===== src/rtl/core/ipv4_fragment_option_compactor_assert.svh =====
// Assertion macros for the IPv4 fragment option compactor.
// Used by the top level; expects signals named clock and reset in scope.
`ifndef IPV4_FRAGMENT_OPTION_COMPACTOR_ASSERT_SVH
`define IPV4_FRAGMENT_OPTION_COMPACTOR_ASSERT_SVH

// Same-cycle implication, disabled during reset.
`define IPFOC_ASSERT_NOW(label, ante, cons) \
   label: assert property (@(posedge clock) disable iff (reset) (ante) |-> (cons)) \
      else $error("ipfoc same-cycle check failed");

// Next-cycle implication, disabled during reset.
`define IPFOC_ASSERT_NEXT(label, ante, cons) \
   label: assert property (@(posedge clock) disable iff (reset) (ante) |=> (cons)) \
      else $error("ipfoc next-cycle check failed");

`endif


===== src/rtl/core/ipfoc_pkg.sv =====
// Shared types and constants for the IPv4 fragment option compactor.
// No dependencies.
package ipfoc_pkg;

   localparam int unsigned MAX_OPTION_BYTES = 40;
   localparam logic [1:0]  ALIGN_MASK       = 2'h3;
   localparam logic [3:0]  BASE_WORDS       = 4'd5;
   localparam logic [7:0]  OPT_EOL          = 8'd0;
   localparam logic [7:0]  OPT_NOP          = 8'd1;
   localparam logic [7:0]  MIN_OPT_LEN      = 8'd2;
   localparam logic [5:0]  BODY_MAX         = 6'd63;

   typedef enum logic [1:0] {
      PHASE_TYPE = 2'd0,
      PHASE_LEN  = 2'd1,
      PHASE_BODY = 2'd2,
      PHASE_END  = 2'd3
   } walk_phase_type;

   // One finished per-byte result, from the walker to the output register.
   typedef struct packed {
      logic       keep_valid;
      logic [7:0] kept_byte;
      logic       header_done;
      logic [1:0] pad_count;
      logic [3:0] header_words;
   } result_type;

endpackage


===== src/rtl/core/ipfoc_walk.sv =====
// Option walker: per-header walk state and the per-byte result logic.
// Depends on ipfoc_pkg.
module ipfoc_walk
   import ipfoc_pkg::*;
(
   input  logic       clock,
   input  logic       reset,
   input  logic       advance,
   input  logic [7:0] option_byte,
   input  logic       area_last,
   output result_type result
);

   walk_phase_type walk_phase_ff, walk_phase_in;
   logic [5:0]     body_remaining_ff, body_remaining_in;
   logic           copy_current_ff, copy_current_in;
   logic [5:0]     kept_count_ff, kept_count_in;

   logic       keep_raw;
   logic       keep;
   logic [5:0] kept_next;
   logic [5:0] body_dec;
   logic [7:0] body_len;
   logic [1:0] pad;
   logic [6:0] padded;

   // Next state of the walk.
   always_comb begin
      walk_phase_in     = walk_phase_ff;
      body_remaining_in = body_remaining_ff;
      copy_current_in   = copy_current_ff;
      keep_raw          = 1'b0;
      body_len          = option_byte - MIN_OPT_LEN;
      body_dec          = (body_remaining_ff != 6'd0) ? body_remaining_ff - 6'd1 : 6'd0;
      case (walk_phase_ff)
         PHASE_TYPE: begin
            if (option_byte == OPT_EOL) begin
               walk_phase_in = PHASE_END;
            end else if (option_byte != OPT_NOP) begin
               copy_current_in = option_byte[7];
               keep_raw        = option_byte[7];
               walk_phase_in   = PHASE_LEN;
            end
         end
         PHASE_LEN: begin
            if (option_byte < MIN_OPT_LEN) begin
               walk_phase_in = PHASE_END;
            end else begin
               keep_raw          = copy_current_ff;
               body_remaining_in = (body_len > {2'b00, BODY_MAX}) ? BODY_MAX : body_len[5:0];
               walk_phase_in     = (body_remaining_in == 6'd0) ? PHASE_TYPE : PHASE_BODY;
            end
         end
         PHASE_BODY: begin
            keep_raw          = copy_current_ff;
            body_remaining_in = body_dec;
            if (body_dec == 6'd0) begin
               walk_phase_in = PHASE_TYPE;
            end
         end
         default: begin
         end
      endcase
   end

   // Kept-byte budget, padding and header length.
   always_comb begin
      keep      = keep_raw && (kept_count_ff < 6'(MAX_OPTION_BYTES));
      kept_next = kept_count_ff + {5'd0, keep};
      pad       = (~kept_next[1:0] + 2'd1) & ALIGN_MASK;
      padded    = {1'b0, kept_next} + {5'd0, pad};
      kept_count_in = area_last ? 6'd0 : kept_next;

      result.keep_valid   = keep;
      result.kept_byte    = keep ? option_byte : 8'd0;
      result.header_done  = area_last;
      result.pad_count    = area_last ? pad : 2'd0;
      result.header_words = area_last ? BASE_WORDS + padded[5:2] : 4'd0;
   end

   always_ff @(posedge clock) begin
      if (reset) begin
         walk_phase_ff     <= PHASE_TYPE;
         body_remaining_ff <= 6'd0;
         copy_current_ff   <= 1'b0;
         kept_count_ff     <= 6'd0;
      end else if (advance) begin
         if (area_last) begin
            walk_phase_ff     <= PHASE_TYPE;
            body_remaining_ff <= 6'd0;
            copy_current_ff   <= 1'b0;
         end else begin
            walk_phase_ff     <= walk_phase_in;
            body_remaining_ff <= body_remaining_in;
            copy_current_ff   <= copy_current_in;
         end
         kept_count_ff <= kept_count_in;
      end
   end

endmodule


===== src/rtl/core/ipfoc_out_reg.sv =====
// Result register feeding the rsp stream; holds a result while stalled.
// Depends on ipfoc_pkg.
module ipfoc_out_reg
   import ipfoc_pkg::*;
(
   input  logic       clock,
   input  logic       reset,
   input  logic       advance,
   input  result_type result,
   input  logic       rsp_tready,
   output logic       rsp_tvalid,
   output result_type held
);

   logic       out_valid_ff, out_valid_in;
   result_type out_data_ff;

   always_comb begin
      if (advance) begin
         out_valid_in = 1'b1;
      end else if (rsp_tready) begin
         out_valid_in = 1'b0;
      end else begin
         out_valid_in = out_valid_ff;
      end
   end

   always_ff @(posedge clock) begin
      if (reset) begin
         out_valid_ff <= 1'b0;
      end else begin
         out_valid_ff <= out_valid_in;
      end
   end

   always_ff @(posedge clock) begin
      if (advance) begin
         out_data_ff <= result;
      end
   end

   assign rsp_tvalid = out_valid_ff;
   assign held       = out_data_ff;

endmodule


===== src/rtl/core/ipv4_fragment_option_compactor.sv =====
// Top level of the IPv4 fragment option compactor: input register, walker, result register.
// Depends on ipfoc_pkg, ipfoc_walk, ipfoc_out_reg and the assertion macro header.
//
//  channel | direction | tdata                                   | tuser      | tlast
//  --------+-----------+-----------------------------------------+------------+------------
//  req     | in        | [7:0] option_byte                       | -          | area_last
//  rsp     | out       | [7:0] kept_byte [9:8] pad_count         | keep_valid | header_done
//          |           | [13:10] header_words [15:14] zero       |            |
//
// One transaction in, one out: a byte can be accepted every cycle while rsp is not stalled.
// Its result passes from the input register into the result register and shows on rsp.
// The walk state advances once per byte moved from the input to the result register.
// Reset is synchronous, active high; it empties both registers and returns the
// walk to "expect option type". A stall on rsp backs up into req only when both
// registers hold a transaction; otherwise req keeps flowing.
module ipv4_fragment_option_compactor
   import ipfoc_pkg::*;
(
   input  logic        clock,
   input  logic        reset,
   input  logic        req_tvalid,
   output logic        req_tready,
   input  logic [7:0]  req_tdata,   // [7:0] option_byte
   input  logic        req_tlast,   // area_last
   output logic        rsp_tvalid,
   input  logic        rsp_tready,
   output logic [15:0] rsp_tdata,   // [7:0] kept_byte, [9:8] pad_count, [13:10] header_words
   output logic        rsp_tuser,   // keep_valid
   output logic        rsp_tlast    // header_done
);

`include "ipv4_fragment_option_compactor_assert.svh"

   logic       in_valid_ff, in_valid_in;
   logic [7:0] in_byte_ff;
   logic       in_last_ff;
   logic       advance;
   result_type result;
   result_type held;

   // Byte leaves the input register when the result register is free or draining.
   assign advance    = in_valid_ff && (!rsp_tvalid || rsp_tready);
   assign req_tready = !in_valid_ff || advance;

   always_comb begin
      if (req_tvalid && req_tready) begin
         in_valid_in = 1'b1;
      end else if (advance) begin
         in_valid_in = 1'b0;
      end else begin
         in_valid_in = in_valid_ff;
      end
   end

   always_ff @(posedge clock) begin
      if (reset) begin
         in_valid_ff <= 1'b0;
      end else begin
         in_valid_ff <= in_valid_in;
      end
   end

   always_ff @(posedge clock) begin
      if (req_tvalid && req_tready) begin
         in_byte_ff <= req_tdata;
         in_last_ff <= req_tlast;
      end
   end

   ipfoc_walk u_walk (
      .clock       (clock),
      .reset       (reset),
      .advance     (advance),
      .option_byte (in_byte_ff),
      .area_last   (in_last_ff),
      .result      (result)
   );

   ipfoc_out_reg u_out (
      .clock      (clock),
      .reset      (reset),
      .advance    (advance),
      .result     (result),
      .rsp_tready (rsp_tready),
      .rsp_tvalid (rsp_tvalid),
      .held       (held)
   );

   assign rsp_tdata = {2'b00, held.header_words, held.pad_count, held.kept_byte};
   assign rsp_tuser = held.keep_valid;
   assign rsp_tlast = held.header_done;

   // Dropped bytes come out as zero.
   `IPFOC_ASSERT_NOW(a_drop_zero, rsp_tvalid && !rsp_tuser, rsp_tdata[7:0] == 8'd0)
   // Padding and length are only reported on the last byte.
   `IPFOC_ASSERT_NOW(a_tail_only, rsp_tvalid && !rsp_tlast, rsp_tdata[13:8] == 6'd0)
   // A byte held in the input register is never lost while the output stalls.
   `IPFOC_ASSERT_NEXT(a_in_hold, in_valid_ff && !advance, in_valid_ff && $stable(in_byte_ff))

endmodule


===== config.mk =====
export PLATFORM = sky130hd
export DESIGN_NAME = ipv4_fragment_option_compactor
export DESIGN_NICKNAME = d
export VERILOG_FILES = /design/src/rtl/core/ipfoc_pkg.sv /design/src/rtl/core/ipfoc_walk.sv /design/src/rtl/core/ipfoc_out_reg.sv /design/src/rtl/core/ipv4_fragment_option_compactor.sv
export VERILOG_INCLUDE_DIRS = /design/src /design/src/rtl/core
export SDC_FILE = /design/constraint.sdc
export NUM_CORES = 1
export LEC_CHECK = 0
export BUFFER_PORTS_ARGS = -buffer_cell sky130_fd_sc_hd__buf_2
export CORE_ASPECT_RATIO = 0.6
export CORE_UTILIZATION = 50
export DETAILED_ROUTE_END_ITERATION = 8
export PLACE_DENSITY = 0.74
export SYNTH_ARGS = -nofsm -noshare
export SYNTH_HDL_FRONTEND = slang
export SYNTH_SLANG_ARGS = --single-unit

===== constraint.sdc =====
create_clock -name clock -period 3.24 [get_ports clock]
set_clock_uncertainty 0.2 [all_clocks]
set_input_delay 0.648 -clock clock [delete_from_list [all_inputs] [get_ports clock]]
set_output_delay 0.648 -clock clock [all_outputs]
set_load 0.03 [all_outputs]

==> results_dict.tcl <==
set metrics [dict create \
    critPathKind "reg2reg" \
    drtAntennaViolNets 0 \
    setup-violations-final 0 \
    vias_per_cell 5.413 \
    pwr_density_cell_nw_per_um2 396.0 \
    cp_cell_sequence "nor4_2 -> and2b_1 -> a21boi_2 -> o21ai_2 -> a211oi_4 -> ha_4 -> clkinvlp_4 -> ha_4 -> nor2_4 -> nor2_2 -> xnor2_2 -> ha_2 -> xor2_2 -> xnor2_1 -> nor2_1" \
    grt_pass1_vias 1617 \
    wl_per_cell_um 14.17 \
    io_buffers 30 \
    hold_viol 0 \
    drt-initial-drc-count 122 \
    critPathLaunchType "flip-flop" \
    n_fill_cell 351 \
    synthFlopType "edfxtp_1" \
    hold_path_startpoint "u_walk.copy_current_ff" \
    clock_sinks 42 \
    fin_crit_sh_pct 98.44 \
    final.min_clock_period_ps 3190 \
    synthDistinctLibCells 54 \
    grt_setup_unrepaired "true" \
    drive_gt1_share_pct 30.96 \
    critPathArrivalTime_ps 3040 \
    maxSlewViolCount 0 \
    gp_congestion 0.9495 \
    final_nets 305 \
    setup_slack_ps 50.41 \
    status "completed" \
    clockBufferDepth 2 \
    cts-root-buf "clkbuf_8" \
    synth.most_common_cell "nor2_1" \
    route.vias.total 1846 \
    required_ps 3090 \
    num_antenna_cells 0 \
    ios 33 \
    grt_pass1_wl_um 8004 \
    start_util_pct 54.83 \
    place_ws_ps -1.420 \
    timing.rr.start "in_byte_ff[3]" \
    synth_edf_count 25 \
    cts_tree "yes" \
    area_growth_pct 22.80 \
    synth_area_leaders "edfxtp_1 32%, dfxtp_1 14%, ha_1 6.3%" \
    crit_path_max_fanout 3 \
    worst_setup_path_end_kind "flip-flop" \
    synth_area_leader_cell "edfxtp_1" \
    async_flop_share_pct 0 \
    hpwl_um 3579 \
    design_area_sq_um 2912 \
    stdcell_count 341 \
    dp_cells 326 \
    worst_pin_slew_ps 659.2 \
    clkTransAtPathRegs_ps 80 \
    num_rows 18 \
    cap_violations 0 \
    grtUsageTotal_pct 20.13 \
    grt_max_degree 19 \
    ys_seq_area_share_pct 46.02 \
    slowest_delay_ps 400 \
    cts_made_buffers 5 \
    final_util_pct 67.33 \
    p_leak_nw 1.080 \
    clock_latency_ps 290 \
    syn_inst 235 \
    hold_path_class "reg2reg" \
    synth.cells.most_frequent "27 x nor2_1, 25 x edfxtp_1, 17 x dfxtp_1" \
    yosys_warnings 0 \
    cpMaxStageDelayCell "edfxtp_1" \
    syn_area_sq_um 2371 \
    die_h_um 55.34 \
    holdWs_ps 313.5 \
    wl_um 4831 \
    cts_max_level 2 \
    max_slew_margin_pct 56.05 \
    fp.dieW_um 90.90 \
    ys_ff_latch 42 \
    drc 0 \
    cp_common_cell "ha_4" \
    overflow 0 \
    dieArea_sq_um 5030 \
    startpoint "in_byte_ff[3]" \
    antenna_found_initial 0 \
    core_sq_um 4324 \
    first_pass_iters 4 \
    syn_area_per_cell_sq_um 10.09 \
    max_freq_mhz 313.5 \
    ir_worst_vdd_mv 0.2842 \
    netlist.area_leader.share_pct 31.66 \
    dpl_cell_area_sq_um 2693 \
]
repair_timing:
| action | CTS | global route |
|---|---|---|
| pin swaps | 0 | 6 |
| hold buffers | 0 | 0 |
| gates resized for setup | 0 | 8 |
| setup endpoints to repair | 1 | 3 |
| setup buffers | 1 | 6 |
placed cells by master, fill, tap and decap left out, drive strengths merged, types with 4 or more instances in the layout:
cell type,n
nor4,8
nand2,14
nand3,8
xnor2,10
a21oi,10
nor2,27
xor2,4
nand2b,8
clkbuf,8
o21ai,5
nor3,15
and2,11
dfxtp,17
buf,49
edfxtp,25
inv,11
ha,12
layout make-up:
| class | count | area (sq um) | area share [%] |
|---|---|---|---|
| inverter | 12 | 48.80 | 1.676 |
| clock buffer | 8 | 110.1 | 3.782 |
| sequential | 42 | 1091 | 37.47 |
| multi-input combinational | 170 | 1294 | 44.43 |
| timing repair buffer | 49 | 292.8 | 10.06 |
| tap | 60 | 75.07 | 2.578 |
cells by family after synthesis:
group	count (synthesis)	synth area share [%]
and+or+nand+nor	99	23.11
DFF	42	46.02
AOI/OAI and AO/OA	40	13.03
buffers and inverters	24	4.590
xor gates and xnor gates	14	5.488
adders and majority gates	12	6.332
muxes	3	1.267
other	1	0.1582
routing by layer:
metal / vias to the layer above / track usage [%] / share of wire, %
li1: 920 / - / -
met1: 837 / 32.25 / 51
met2: 80 / 25.87 / 39
met3: 9 / 5.372 / 8.2
met4: 0 / 5.442 / 1.4
met5: - / 0 / 0
worst max-delay path: cells and delay by family, from the launching register on:
kind	cells	cell delay [ps]
AOI/OAI and AO/OA	3	330
and+or+nand+nor	5	730
xor gates and xnor gates	3	460
buffers and inverters	1	140
adders and majority gates	3	690
DFF	1	400
path summary, 6_finish.rpt:
| kind | end | slack [ps] | cells past startpoint |
|---|---|---|---|
| max | u_out.held[2] | 50 | 15 |
| min reg2reg | u_walk.copy_current_ff | 310 | 2 |
| min | u_walk.copy_current_ff | 310 | 2 |
| max reg2reg | u_out.held[2] | 50 | 15 |
stage by stage:
step	power, W	TNS [ps]
after global routing	0.001205	-235.0
after global placement	0.0007653	0
final	0.001153	0
after CTS	0.001149	0
after floorplan	0.0007230	0
after detailed placement	0.0007673	-1.420
sequential cells by signal, indices dropped and copies added, names as in the netlist:
signal	count
in_byte_ff	8
u_walk.copy_current_ff	1
u_walk.walk_phase_ff	2
u_out.rsp_tvalid	1
in_valid_ff	1
u_walk.kept_count_ff	6
u_out.held	16
in_last_ff	1
u_walk.body_remaining_ff	6
power by group:
part	switching, W	internal, W	leakage (nW)
Sequential	0.0000137	0.000589	0.379
Clock	0.000165	0.000215	0.0575
Combinational	0.000102	0.0000687	0.644
No activity file was read; power rests on OpenSTA's default activity.
